===== src/hdl/filled_triangle_scanline_core_defines.svh =====
// ----------------------------------------------------------------------------
// filled_triangle_scanline_core_defines
// assertion macros used by the rasteriser rtl
// ----------------------------------------------------------------------------
`ifndef FILLED_TRIANGLE_SCANLINE_CORE_DEFINES_SVH
`define FILLED_TRIANGLE_SCANLINE_CORE_DEFINES_SVH

// same-cycle implication
`define FTSC_ASSERT_NOW(label, clk, rstn, ante, cons) \
    label: assert property (@(posedge clk) disable iff (!rstn) (ante) |-> (cons)) \
        else $error("ftsc assertion failed");

// next-cycle implication
`define FTSC_ASSERT_NEXT(label, clk, rstn, ante, cons) \
    label: assert property (@(posedge clk) disable iff (!rstn) (ante) |=> (cons)) \
        else $error("ftsc assertion failed");

`endif


===== src/hdl/ftsc_pkg.sv =====
// ----------------------------------------------------------------------------
// ftsc_pkg
// shared codes and types of the triangle scanline rasteriser
// ----------------------------------------------------------------------------
package ftsc_pkg;

    localparam logic FUNC_LOAD = 1'b0;
    localparam logic FUNC_STEP = 1'b1;

    typedef struct packed {
        logic busy;
        logic done;
    } ftsc_div_stat_t;

endpackage


===== src/hdl/ftsc_div.sv =====
// ----------------------------------------------------------------------------
// ftsc_div
// radix-2 restoring divider for edge slopes, one quotient bit per cycle
// ----------------------------------------------------------------------------
module ftsc_div #(
    parameter int COORD_BITS = 10,
    parameter int FRAC_BITS  = 16
) (
    input  logic                                  aclk,
    input  logic                                  aresetn,
    input  logic                                  start,
    input  logic signed [COORD_BITS:0]            dx,
    input  logic        [COORD_BITS-1:0]          dy,
    output logic signed [COORD_BITS+FRAC_BITS:0]  slope,
    output ftsc_pkg::ftsc_div_stat_t              stat
);
    import ftsc_pkg::*;

    localparam int QW = COORD_BITS + FRAC_BITS;
    localparam int CW = $clog2(QW + 1);

    logic [QW-1:0]         quo_reg;
    logic [COORD_BITS:0]   rem_reg;
    logic [COORD_BITS-1:0] dy_reg;
    logic [CW-1:0]         cnt_reg;
    logic                  neg_reg;
    logic                  zero_reg;
    logic                  busy_reg;
    logic                  done_reg;

    logic [COORD_BITS-1:0] dx_mag;
    logic [COORD_BITS:0]   rem_shift;
    logic                  fits;

    assign dx_mag    = dx[COORD_BITS] ? COORD_BITS'(-dx) : dx[COORD_BITS-1:0];
    assign rem_shift = {rem_reg[COORD_BITS-1:0], quo_reg[QW-1]};
    assign fits      = rem_shift >= {1'b0, dy_reg};

    always_ff @(posedge aclk) begin
        if (!aresetn) begin
            busy_reg <= 1'b0;
            done_reg <= 1'b0;
            cnt_reg  <= '0;
        end else begin
            done_reg <= 1'b0;
            if (start) begin
                quo_reg  <= {dx_mag, {FRAC_BITS{1'b0}}};
                rem_reg  <= '0;
                dy_reg   <= dy;
                neg_reg  <= dx[COORD_BITS];
                zero_reg <= (dy == '0);
                cnt_reg  <= CW'(QW);
                busy_reg <= 1'b1;
            end else if (busy_reg) begin
                rem_reg <= fits ? rem_shift - {1'b0, dy_reg} : rem_shift;
                quo_reg <= {quo_reg[QW-2:0], fits};
                cnt_reg <= cnt_reg - 1'b1;
                if (cnt_reg == CW'(1)) begin
                    busy_reg <= 1'b0;
                    done_reg <= 1'b1;
                end
            end
        end
    end

    always_comb begin
        if (zero_reg) begin
            slope = '0;
        end else if (neg_reg) begin
            slope = -$signed({1'b0, quo_reg});
        end else begin
            slope = $signed({1'b0, quo_reg});
        end
    end

    assign stat.busy = busy_reg;
    assign stat.done = done_reg;

endmodule


===== src/hdl/ftsc_edge_mac.sv =====
// ----------------------------------------------------------------------------
// ftsc_edge_mac
// shared edge evaluator: base x scaled plus row offset times slope, registered
// ----------------------------------------------------------------------------
module ftsc_edge_mac #(
    parameter int COORD_BITS = 10,
    parameter int FRAC_BITS  = 16
) (
    input  logic                                    aclk,
    input  logic        [COORD_BITS-1:0]            base_x,
    input  logic        [COORD_BITS-1:0]            row_diff,
    input  logic signed [COORD_BITS+FRAC_BITS:0]    slope,
    output logic signed [COORD_BITS+FRAC_BITS+1:0]  edge_x
);
    import ftsc_pkg::*;

    localparam int XW = COORD_BITS + FRAC_BITS + 2;
    localparam int PW = COORD_BITS + 1 + COORD_BITS + FRAC_BITS + 1;

    logic signed [PW-1:0] prod;
    logic signed [XW-1:0] base_scaled;
    logic signed [XW-1:0] edge_x_reg;

    assign prod        = $signed({1'b0, row_diff}) * slope;
    assign base_scaled = $signed({2'b00, base_x, {FRAC_BITS{1'b0}}});

    always_ff @(posedge aclk) begin
        edge_x_reg <= base_scaled + prod[XW-1:0];
    end

    assign edge_x = edge_x_reg;

endmodule


===== src/hdl/filled_triangle_scanline_core.sv =====
// ----------------------------------------------------------------------------
// filled_triangle_scanline_core
// scanline rasteriser for one filled triangle, pixel per step beat
// ----------------------------------------------------------------------------
//  channel | dir | fields                                     | beat
//  s_      | in  | func, ax, ay, bx, by_coord, cx, cy, colour | load or step
//  m_      | out | pixel_x, pixel_y, pixel_color, has/last    | one per step
//
//  load: vertex sort, one divider run per edge, a side test at the mid row,
//  then a row evaluation per scanned row through the shared edge evaluator
//  step: a row evaluation per scanned row, then the finish; a row change costs a row evaluation
//  s_ready is low while a beat is in work; a stalled m_ beat holds the finish
//  synchronous active-low reset clears control state and the pending flag
// ----------------------------------------------------------------------------
`include "filled_triangle_scanline_core_defines.svh"

module filled_triangle_scanline_core #(
    parameter int COORD_BITS = 10,
    parameter int FRAC_BITS  = 16
) (
    input  logic                  aclk,
    input  logic                  aresetn,
    input  logic                  s_valid,
    output logic                  s_ready,
    input  logic                  s_func,
    input  logic [COORD_BITS-1:0] s_ax,
    input  logic [COORD_BITS-1:0] s_ay,
    input  logic [COORD_BITS-1:0] s_bx,
    input  logic [COORD_BITS-1:0] s_by_coord,
    input  logic [COORD_BITS-1:0] s_cx,
    input  logic [COORD_BITS-1:0] s_cy,
    input  logic [23:0]           s_fill_color,
    output logic                  m_valid,
    input  logic                  m_ready,
    output logic [COORD_BITS-1:0] m_pixel_x,
    output logic [COORD_BITS-1:0] m_pixel_y,
    output logic [23:0]           m_pixel_color,
    output logic                  m_has_pixel,
    output logic                  m_last_pixel
);
    import ftsc_pkg::*;

    localparam int CB = COORD_BITS;
    localparam int SW = COORD_BITS + FRAC_BITS + 1;
    localparam int XW = COORD_BITS + FRAC_BITS + 2;

    typedef enum logic [3:0] {
        ST_IDLE, ST_SORT, ST_DIV_START, ST_DIV_WAIT,
        ST_ROW, ST_EVAL_L, ST_EVAL_S, ST_EVAL_DONE, ST_FINISH
    } state_t;

    state_t state_reg;

    logic [CB-1:0]        vx_reg [3];
    logic [CB-1:0]        vy_reg [3];
    logic signed [SW-1:0] slope_reg [3];
    logic [1:0]           idx_reg;
    logic                 lsl_reg;
    logic                 active_reg;
    logic                 mid_phase_reg;
    logic                 fresh_reg;
    logic                 found_reg;
    logic                 is_load_reg;
    logic                 res_has_reg;
    logic [CB-1:0]        row_reg;
    logic [CB-1:0]        eval_y_reg;
    logic [CB:0]          col_reg;
    logic [23:0]          color_reg;
    logic [CB-1:0]        res_x_reg;
    logic [CB-1:0]        res_y_reg;
    logic signed [XW-1:0] long_x_reg;

    logic                  m_valid_reg;
    logic [CB-1:0]         m_x_reg;
    logic [CB-1:0]         m_y_reg;
    logic [23:0]           m_color_reg;
    logic                  m_has_reg;
    logic                  m_last_reg;

    // sort pair and divider edge selection
    logic [1:0] pa, pb;
    always_comb begin
        unique case (idx_reg)
            2'd0:    begin pa = 2'd0; pb = 2'd1; end
            2'd1:    begin pa = 2'd0; pb = 2'd2; end
            default: begin pa = 2'd1; pb = 2'd2; end
        endcase
    end

    logic                 div_start;
    logic signed [CB:0]   div_dx;
    logic [CB-1:0]        div_dy;
    logic signed [SW-1:0] div_slope;
    ftsc_div_stat_t       div_stat;

    assign div_start = (state_reg == ST_DIV_START);
    assign div_dx    = $signed({1'b0, vx_reg[pb]}) - $signed({1'b0, vx_reg[pa]});
    assign div_dy    = vy_reg[pb] - vy_reg[pa];

    ftsc_div #(.COORD_BITS(COORD_BITS), .FRAC_BITS(FRAC_BITS)) u_div (
        .aclk    (aclk),
        .aresetn (aresetn),
        .start   (div_start),
        .dx      (div_dx),
        .dy      (div_dy),
        .slope   (div_slope),
        .stat    (div_stat)
    );

    // edge evaluator operands: long edge in EVAL_L, short path in EVAL_S
    logic [CB-1:0]        mac_base;
    logic [CB-1:0]        mac_diff;
    logic signed [SW-1:0] mac_slope;
    logic signed [XW-1:0] mac_x;

    always_comb begin
        if (state_reg != ST_EVAL_S) begin
            mac_base  = vx_reg[0];
            mac_diff  = eval_y_reg - vy_reg[0];
            mac_slope = slope_reg[2];
        end else if (eval_y_reg < vy_reg[1]) begin
            mac_base  = vx_reg[0];
            mac_diff  = eval_y_reg - vy_reg[0];
            mac_slope = slope_reg[0];
        end else begin
            mac_base  = vx_reg[1];
            mac_diff  = eval_y_reg - vy_reg[1];
            mac_slope = slope_reg[1];
        end
    end

    ftsc_edge_mac #(.COORD_BITS(COORD_BITS), .FRAC_BITS(FRAC_BITS)) u_mac (
        .aclk     (aclk),
        .base_x   (mac_base),
        .row_diff (mac_diff),
        .slope    (mac_slope),
        .edge_x   (mac_x)
    );

    logic signed [XW-1:0] lx, rx;
    logic [CB:0]          col_eff;
    logic                 hit;
    logic [CB-1:0]        mid_y;
    logic [CB:0]          span;
    logic                 emit;
    logic                 vy_sorted;

    assign lx      = lsl_reg ? long_x_reg : mac_x;
    assign rx      = lsl_reg ? mac_x : long_x_reg;
    assign col_eff = fresh_reg ? lx[FRAC_BITS+CB:FRAC_BITS] : col_reg;
    assign hit     = $signed({1'b0, col_eff, {FRAC_BITS{1'b0}}}) < rx;
    assign span    = {1'b0, vy_reg[2] - vy_reg[0]} + 1'b1;
    assign mid_y   = vy_reg[0] + span[CB:1];
    assign emit    = (state_reg == ST_FINISH) && !is_load_reg && (!m_valid_reg || m_ready);
    assign vy_sorted = (vy_reg[0] <= vy_reg[1]) && (vy_reg[1] <= vy_reg[2]);

    assign s_ready = (state_reg == ST_IDLE);

    always_ff @(posedge aclk) begin
        if (!aresetn) begin
            state_reg   <= ST_IDLE;
            active_reg  <= 1'b0;
            m_valid_reg <= 1'b0;
            idx_reg     <= '0;
        end else begin
            if (emit) begin
                m_valid_reg <= 1'b1;
            end else if (m_valid_reg && m_ready) begin
                m_valid_reg <= 1'b0;
            end
            unique case (state_reg)
                ST_IDLE: begin
                    if (s_valid) begin
                        if (s_func == FUNC_LOAD) begin
                            vx_reg[0]   <= s_ax;
                            vy_reg[0]   <= s_ay;
                            vx_reg[1]   <= s_bx;
                            vy_reg[1]   <= s_by_coord;
                            vx_reg[2]   <= s_cx;
                            vy_reg[2]   <= s_cy;
                            color_reg   <= s_fill_color;
                            is_load_reg <= 1'b1;
                            idx_reg     <= '0;
                            state_reg   <= ST_SORT;
                        end else if (active_reg) begin
                            is_load_reg <= 1'b0;
                            res_has_reg <= 1'b1;
                            res_x_reg   <= col_reg[CB-1:0];
                            res_y_reg   <= row_reg;
                            col_reg     <= col_reg + 1'b1;
                            fresh_reg   <= 1'b0;
                            state_reg   <= ST_ROW;
                        end else begin
                            is_load_reg <= 1'b0;
                            res_has_reg <= 1'b0;
                            found_reg   <= 1'b0;
                            state_reg   <= ST_FINISH;
                        end
                    end
                end
                ST_SORT: begin
                    if (vy_reg[pb] < vy_reg[pa]) begin
                        vx_reg[pa] <= vx_reg[pb];
                        vy_reg[pa] <= vy_reg[pb];
                        vx_reg[pb] <= vx_reg[pa];
                        vy_reg[pb] <= vy_reg[pa];
                    end
                    if (idx_reg == 2'd2) begin
                        idx_reg   <= '0;
                        state_reg <= ST_DIV_START;
                    end else begin
                        idx_reg <= idx_reg + 1'b1;
                    end
                end
                ST_DIV_START: begin
                    state_reg <= ST_DIV_WAIT;
                end
                ST_DIV_WAIT: begin
                    if (div_stat.done) begin
                        // pairs run v0-v1, v0-v2, v1-v2
                        unique case (idx_reg)
                            2'd0:    slope_reg[0] <= div_slope;
                            2'd1:    slope_reg[2] <= div_slope;
                            default: slope_reg[1] <= div_slope;
                        endcase
                        if (idx_reg == 2'd2) begin
                            idx_reg       <= '0;
                            eval_y_reg    <= mid_y;
                            mid_phase_reg <= 1'b1;
                            state_reg     <= ST_EVAL_L;
                        end else begin
                            idx_reg   <= idx_reg + 1'b1;
                            state_reg <= ST_DIV_START;
                        end
                    end
                end
                ST_ROW: begin
                    if (row_reg >= vy_reg[2]) begin
                        found_reg <= 1'b0;
                        state_reg <= ST_FINISH;
                    end else begin
                        eval_y_reg <= row_reg;
                        state_reg  <= ST_EVAL_L;
                    end
                end
                ST_EVAL_L: begin
                    state_reg <= ST_EVAL_S;
                end
                ST_EVAL_S: begin
                    long_x_reg <= mac_x;
                    state_reg  <= ST_EVAL_DONE;
                end
                ST_EVAL_DONE: begin
                    if (mid_phase_reg) begin
                        lsl_reg       <= long_x_reg < mac_x;
                        mid_phase_reg <= 1'b0;
                        row_reg       <= vy_reg[0];
                        fresh_reg     <= 1'b1;
                        state_reg     <= ST_ROW;
                    end else if (hit) begin
                        col_reg   <= col_eff;
                        found_reg <= 1'b1;
                        state_reg <= ST_FINISH;
                    end else begin
                        row_reg   <= row_reg + 1'b1;
                        fresh_reg <= 1'b1;
                        state_reg <= ST_ROW;
                    end
                end
                ST_FINISH: begin
                    if (is_load_reg) begin
                        active_reg <= found_reg;
                        state_reg  <= ST_IDLE;
                    end else if (emit) begin
                        m_x_reg     <= res_has_reg ? res_x_reg : '0;
                        m_y_reg     <= res_has_reg ? res_y_reg : '0;
                        m_color_reg <= res_has_reg ? color_reg : '0;
                        m_has_reg   <= res_has_reg;
                        m_last_reg  <= res_has_reg && !found_reg;
                        active_reg  <= res_has_reg && found_reg;
                        state_reg   <= ST_IDLE;
                    end
                end
                default: state_reg <= ST_IDLE;
            endcase
        end
    end

    assign m_valid       = m_valid_reg;
    assign m_pixel_x     = m_x_reg;
    assign m_pixel_y     = m_y_reg;
    assign m_pixel_color = m_color_reg;
    assign m_has_pixel   = m_has_reg;
    assign m_last_pixel  = m_last_reg;

    `FTSC_ASSERT_NOW(a_empty_not_last, aclk, aresetn, m_valid && !m_has_pixel, !m_last_pixel)
    `FTSC_ASSERT_NEXT(a_busy_after_beat, aclk, aresetn, s_valid && s_ready, !s_ready)
    `FTSC_ASSERT_NOW(a_sorted_for_div, aclk, aresetn, state_reg == ST_DIV_START, vy_sorted)

endmodule


===== config.mk =====
export PLATFORM = sky130hd
export DESIGN_NAME = filled_triangle_scanline_core
export DESIGN_NICKNAME = d
export VERILOG_FILES = /design/src/hdl/ftsc_pkg.sv /design/src/hdl/ftsc_div.sv /design/src/hdl/ftsc_edge_mac.sv /design/src/hdl/filled_triangle_scanline_core.sv
export VERILOG_INCLUDE_DIRS = /design/src /design/src/hdl
export SDC_FILE = /design/constraint.sdc
export NUM_CORES = 1
export LEC_CHECK = 0
export BUFFER_PORTS_ARGS = -buffer_cell sky130_fd_sc_hd__buf_4
export CORE_AREA = 2 2 267 269
export CTS_CLUSTER_SIZE = 25
export DETAILED_ROUTE_END_ITERATION = 6
export DIE_AREA = 0 0 269 271
export GPL_TIMING_DRIVEN = 0
export PLACE_DENSITY = 0.66
export SYNTH_ARGS = -nofsm -noshare
export SYNTH_HDL_FRONTEND = slang
export SYNTH_SLANG_ARGS = --single-unit

===== constraint.sdc =====
create_clock -name aclk -period 16.8 [get_ports aclk]
set_input_delay 0.84 -clock aclk [delete_from_list [all_inputs] [get_ports aclk]]
set_output_delay 0.84 -clock aclk [all_outputs]
set_load 0.1 [all_outputs]

# Yosys cells after proc, flatten, opt, wreduce, memory -nomap -nowiden
# Memories as Yosys holds them, arrays and structs flattened.
# Cells that the tools add are included.
dict set report op_classes {
  add_sub_neg 15
  n_mul 1
  order_cmp 6
  eq_ne 27
  n_mux 116
  bitwise 4
  n_reduce_logical 47
}
# operator n
set op_table {}
lappend op_table {{$mux 27} 7}
lappend op_table {{$mux 10} 16}
lappend op_table {{$mux 11} 6}
lappend op_table {{$lt 28x28->1} 2}
lappend op_table {{$reduce_or 27->1} 2}
lappend op_table {{$mux 1} 53}
lappend op_table {{$mux 26} 2}
lappend op_table {{$sub 10x10->10} 5}
lappend op_table {{$mux 4} 10}
lappend op_table {{$reduce_or 10->1} 4}
lappend op_table {{$pmux 4 s9} 1}
lappend op_table {{$add 26x28->28} 1}
lappend op_table {{$mul 11x27->28} 1}
lappend op_table {{$mux 28} 1}
lappend op_table {{$neg 26->27} 1}
lappend op_table {{$reduce_and 4->1} 6}
lappend op_table {{$mux 2} 11}
lappend op_table {{$pmux 11 s2} 1}
lappend op_table {{$lt 10x10->1} 2}
lappend op_table {{$ne 2x2->1 const B} 10}
lappend op_table {{$pmux 10 s2} 1}
lappend op_table {{$eq 4x3->1 const B} 4}
lappend op_table {{$reduce_bool 2->1} 6}
lappend op_table {{$add 10x1->11 const B} 1}
lappend op_table {{other kinds (39)} 62}
dict set report word_totals {
  reg_bits 246
  ramBits 141
  in_bits 89
  out_inout_bits 48
  wordCells 252
  n_memories 3
}
# memory depth word_bits read_ports rd_clocked_by_memory_dff wr line
set memory_table {}
lappend memory_table {slope_reg 3 27 3 0 1 filled_triangle_scanline_core.sv:56} ;# logic signed [SW-1:0] slope_reg [3];
lappend memory_table {vx_reg 3 10 4 0 3 filled_triangle_scanline_core.sv:54} ;# logic [CB-1:0] vx_reg [3];
lappend memory_table {vy_reg 3 10 5 0 3 filled_triangle_scanline_core.sv:55} ;# logic [CB-1:0] vy_reg [3];

# Logic depth before layout (Yosys ltp)
# An unclocked memory read counts as a cell.
dict set report depth {
  word_depth 11
  depth_mapped 37
  depth_no_buf 33
}

# Modules after synthesis
# Synthesis repeated with hierarchy kept, for this count alone.
dict set report hier_totals {
  cells_unflattened 2808
  hier_area_um2 28686.3
}
# module n_inst cells_each area_each_um2 seq_area_each_um2
set by_module_without_submodules {}
lappend by_module_without_submodules {filled_triangle_scanline_core 1 1524 17037.6 9048.7}
lappend by_module_without_submodules {ftsc_edge_mac 1 921 8081.5 560.5}
lappend by_module_without_submodules {ftsc_div 1 363 3567.2 1581.5}

# Worst setup path before layout
# No wires, ideal clock.
dict set report synth_path {
  path_kind {register -> register}
  start {register eval_y_reg[0]}
  end {register u_mac.edge_x_reg[27] (netlist: u_mac.edge_x[27])}
  setup_ns 0.122
  t_arrival_ns 7.640
  t_required_ns 16.678
  setup_slack_ns 9.037
  path_stages_with_launch 35
  n_path_buf 4
  period_less_slack_ns 7.763
  path_cell_list {edfxtp_1 > inv_1 > ha_1 > inv_1 > fa_1 > a211o_1 > a21boi_2 > o31ai_2 > buf_6 > nand2_8 > buf_2 > a31o_2 > clkbuf_1 > clkbuf_1 > nand2_1 > fa_1 > fa_1 > inv_1 > fa_1 > fa_1 > inv_1 > fa_1 > inv_1 > ha_1 > a21oi_1 > o21bai_1 > a221oi_1 > o21a_1 > o21ai_0 > a22o_1 > o21ai_0 > nand2b_1 > a21oi_1 > o21ai_0 > xnor2_1}
}
dict set report synth_via {
  elab_chain_cells 5
  elab_cells_between_ends 11
  cone_classes {3 x add/sub; 1 x mul; 1 x order compare; 6 x mux}
}
# item line
set synth_rtl {}
lappend synth_rtl {{from (decl)} filled_triangle_scanline_core.sv:66} ;# logic [CB-1:0] eval_y_reg;
lappend synth_rtl {{from (signal assigned)} filled_triangle_scanline_core.sv:228} ;# eval_y_reg <= mid_y;
lappend synth_rtl {{from (signal assigned)} filled_triangle_scanline_core.sv:242} ;# eval_y_reg <= row_reg;
lappend synth_rtl {{$sub 10x10->10 (tied with other cells)} filled_triangle_scanline_core.sv:127} ;# mac_diff = eval_y_reg - vy_reg[1];
lappend synth_rtl {{$mux 10 or $mux 27 (tied branches)} filled_triangle_scanline_core.sv:121} ;# end else if (eval_y_reg < vy_reg[1]) begin
lappend synth_rtl {{$mux 10 or $mux 27 (tied branches)} filled_triangle_scanline_core.sv:117} ;# if (state_reg != ST_EVAL_S) begin
lappend synth_rtl {{$mul 11x27->28} ftsc_edge_mac.sv:24} ;# assign prod = $signed({1'b0, row_diff}) * slope;
lappend synth_rtl {{$add 26x28->28 *} ftsc_edge_mac.sv:28} ;# edge_x_reg <= base_scaled + prod[XW-1:0];
lappend synth_rtl {{to (signal assigned)} ftsc_edge_mac.sv:28}
lappend synth_rtl {{to (decl)} ftsc_edge_mac.sv:22} ;# logic signed [XW-1:0] edge_x_reg;
# Every way passes the cells marked *; elsewhere a longest branch is shown, timed or not.
# A chain may end at the register's enable or synchronous reset.

# Worst setup path in the final report
# Same ends and word-level chain as after synthesis.

==> parameters.txt <==
Parameter                              Value

Worst setup path
  Dominant delay contributor by cell family on the critical path ... adder cells
  Delay of the slowest cell on the worst path ... 560 ps
  Cell with the largest stage delay on the worst path ... fa_1
  Crit path launch type ... flop
  Critical path capture point type ... flop
  Data required time at the worst endpoint ... 17250 ps
  Path type of the worst setup path ... flop to flop
  Arr. time, crit path ... 9730 ps
  Cell occurring most often along the worst timing path ... fa_1
  Largest fanout on the critical path ... 10
  Buffering stage count on the worst path with inverters included ... 9

Power
  Clock group share of total power ... 16.9%
  Combinational share of power ... 60.0%
  Worst voltage drop across the vdd grid ... 0.185 mV
  Sequential share of power ... 23.1%
  Internal power ... 3140 uW
  Share of total power consumed by net switching ... 41.4%
  Net switching power ... 2220 uW
  P_leak ... 0.0133 uW
  Power density over cell area ... 169 nW/um^2

Clocking
  Buffer levels on the longest clock path ... 3
  Clock transition at the register clock pins on the worst setup and hold paths after CTS ... 60 ps
  # resized after CTS ... 0
  Root Driver ... clkbuf_16
  Number of buffers created by CTS ... 42
  Clock tree from TritonCTS ... done
  Number of buffers added to fix hold violations after cts ... 0
  Buffers inserted by post-CTS timing repair ... 0
  Total clock sinks ... 387
  Clk_lat worst skew ... 600 ps
  H-tree Lvls ... 2

Synthesis
  Count of flip-flops with a built-in enable after synthesis ... 344
  Flops & latches, synth ... 387
  YS warnings ... 0
  Net count after synthesis ... 3147
  Cell type contributing the most total cell area after synthesis ... edfxtp_1
  Dominant register cell in the synthesized netlist ... edfxtp_1
  Share of synthesized cell area in full adder, half adder and majority cells ... 22.0%
  Post-synthesis cell count ... 2678
  Post-synthesis simple-gate area fraction ... 12.6%
  Dominant combinational cell family by area after synthesis ... adder cells
  Area share of xor/xnor cells in the synthesized design ... 4.58%
  Mapped Area ... 27800 um^2
  Yosys cell types ... 71
  Largest cells by area after synthesis ... edfxtp_1 (37%), fa_1 (13%), ha_1 (8.9%)
  Sequential area share after synthesis ... 40.2%
  Proportion of netlist area held by the largest area contributor ... 37.1%
  Synthesized-area fraction occupied by ao, oa, aoi and oai cells ... 9.75%
  Multiplexer area fraction after synthesis ... 4.76%
  Fraction of registers with async set/reset ... 0%
  Avg Inst Size Synth ... 10.4 um^2

Route
  Number of antenna-violating nets in the routed design ... 0
  Detailed-route DRC error count ... 0
  Vias/cell ... 5.09
  Drt wl/cell ... 17.6 um
  First drt pass iteration count ... 6
  Routed wire length ... 67600 um
  Violation count after the first detailed-routing iteration ... 1437
  Detailed-route via count ... 19500

Timing
  Final max-slew violation count ... 0
  Slew margin rel. ... 18.2%
  Max Fclk ... 108 MHz
  Final number of setup-violating endpoints ... 0
  Pin slew with the least headroom to its limit ... 1190 ps
  Total Neg Setup Slack ... 0 ps
  Min cycle time layout ... 9280 ps
  Total count of hold-check failures in the final report ... 0
  Clock Skew ... 47.9 ps
  Part of the cycle the worst path needs ... 55.2%
  RSZ-0062 raised after global routing ... no

Place
  DP Wirelength ... 54000 um
  Placed Area ... 30300 um^2
  Input/output buffers ... 136
  Global placer's final weighted congestion ... 0.887

GRT
  Antenna violations before repair ... 0
  Maximum number of pins on one net before global-route repair ... 28
  Global-route total usage across every layer ... 18.8%
  GRT overflow ... 0
  First-pass GRT wire length ... 106000 um
  Vias in the first global route ... 19500

Floorplanning
  Area of the die ... 72900 um^2
  Effective utilization at floorplan ... 39.9%
  Core Rows ... 97
  Count of pins on the block boundary ... 137
  Placeable core region ... 69800 um^2
  Y dimension of the die ... 271 um
  Die Width ... 269 um

Final layout
  Fill cell instance count of the final layout ... 6532
  Leading cell type in the layout, fill and taps excluded ... inv_1
  Max reg flops ... 81
  Final net count ... 3337
  Ratio of cells with drive above 1 in the final layout ... 9.65%
  Antenna cell count ... 0
  Most frequent cells in the layout ... inv_1 (359), edfxtp_1 (344), nand2_1 (249)
  Final cell area excluding filler cells ... 31600 um^2
  Area grow syn2layout ... 13.6%

Run
  Max Cap Violations ... 0

Run status
  Outcome ... complete, no violations

Worst hold path
  Class of the most critical hold timing path ... flop to flop
==> cell type report <==
cell class                 instances  area, um^2  share of cell area, %
timing repair buffer             146        1190                   3.75
clock buffer                      53        1160                   3.68
sequential                       387       11200                   35.4
multi-input combinational       1842       15000                   47.4
tap                              940        1180                   3.72
buffer                            90         352                   1.11
clock inverter                    24         203                  0.641
inverter                         359        1350                   4.26
==> power by group through the flow <==
stage          Clock, uW  Sequential, uW  Combinational (uW)
3_5_place_dp           0            1260                3240
2_1_floorplan          0            1270                2490
3_3_place_gp           0            1260                3160
5_1_grt              961            1250                3700
6_report             904            1240                3210
4_1_cts              923            1240                3260
==> worst paths after layout <==
check | startpoint | to | slack, ps | cells past startpoint
setup / recovery | eval_y_reg[0]$_DFFE_PP_ | u_mac.edge_x[27]$_DFF_P_ | 7520 | 34
hold / removal | u_mac.edge_x[27]$_DFF_P_ | long_x_reg[27]$_DFFE_PP_ | 440 | 0
setup reg to reg | eval_y_reg[0]$_DFFE_PP_ | u_mac.edge_x[27]$_DFF_P_ | 7520 | 34
hold reg to reg | u_mac.edge_x[27]$_DFF_P_ | long_x_reg[27]$_DFFE_PP_ | 440 | 0
==> per-stage QoR <==
step / setup WS (ps) / util, % / instances / total power, uW / hold WS (ps)
2_1_floorplan: 9040 / - / 2678 / 3770 / 408
3_3_place_gp: 7710 / 43.0 / 3754 / 4420 / 414
3_5_place_dp: 7610 / 43.3 / 3764 / 4490 / 431
4_1_cts: 7540 / 45.3 / 3841 / 5420 / 410
5_1_grt: 7050 / 45.3 / 3841 / 5910 / 418
6_report: 7520 / 45.3 / 3841 / 5360 / 439
==> cell families (layout without fill, tap and decap cells) <==
family | count (synthesis) | in the layout
xor+xnor | 144 | 144
simple gates | 749 | 749
compound gates | 443 | 443
buf+inv | 449 | 672
flops | 387 | 387
fa+ha+maj | 380 | 380
mux | 126 | 126
==> worst register-to-register path, delay by kind of cell, from the launching register on <==
family	cells	cell delay, ps
AO/OA/AOI/OAI	13	2900
AND/OR/NAND/NOR	3	430
flip-flops	1	380
XOR/XNOR	1	130
buffers and inverters	9	1770
adder cells (fa/ha/maj)	8	3580
==> synth_stat cells, types with 43 or more instances <==
cell and instances:
inv_1 359, edfxtp_1 344, nand2_1 249, nor2_1 224, ha_1 197, fa_1 183
a21oi_1 130, o21ai_0 115, mux2i_1 87, xnor2_1 87, and2_1 75, clkbuf_1 74
xor2_1 56, nand2b_1 50, a21o_1 47, dfxtp_1 43
==> metal layers <==
metal / share of wire (%) / track usage, %
met1: 44 / 25.6
met5: 0 / 0
met2: 46 / 30.2
met3: 7.5 / 3.92
met4: 2.4 / 5.18
No activity file was read; power rests on OpenSTA's default activity.
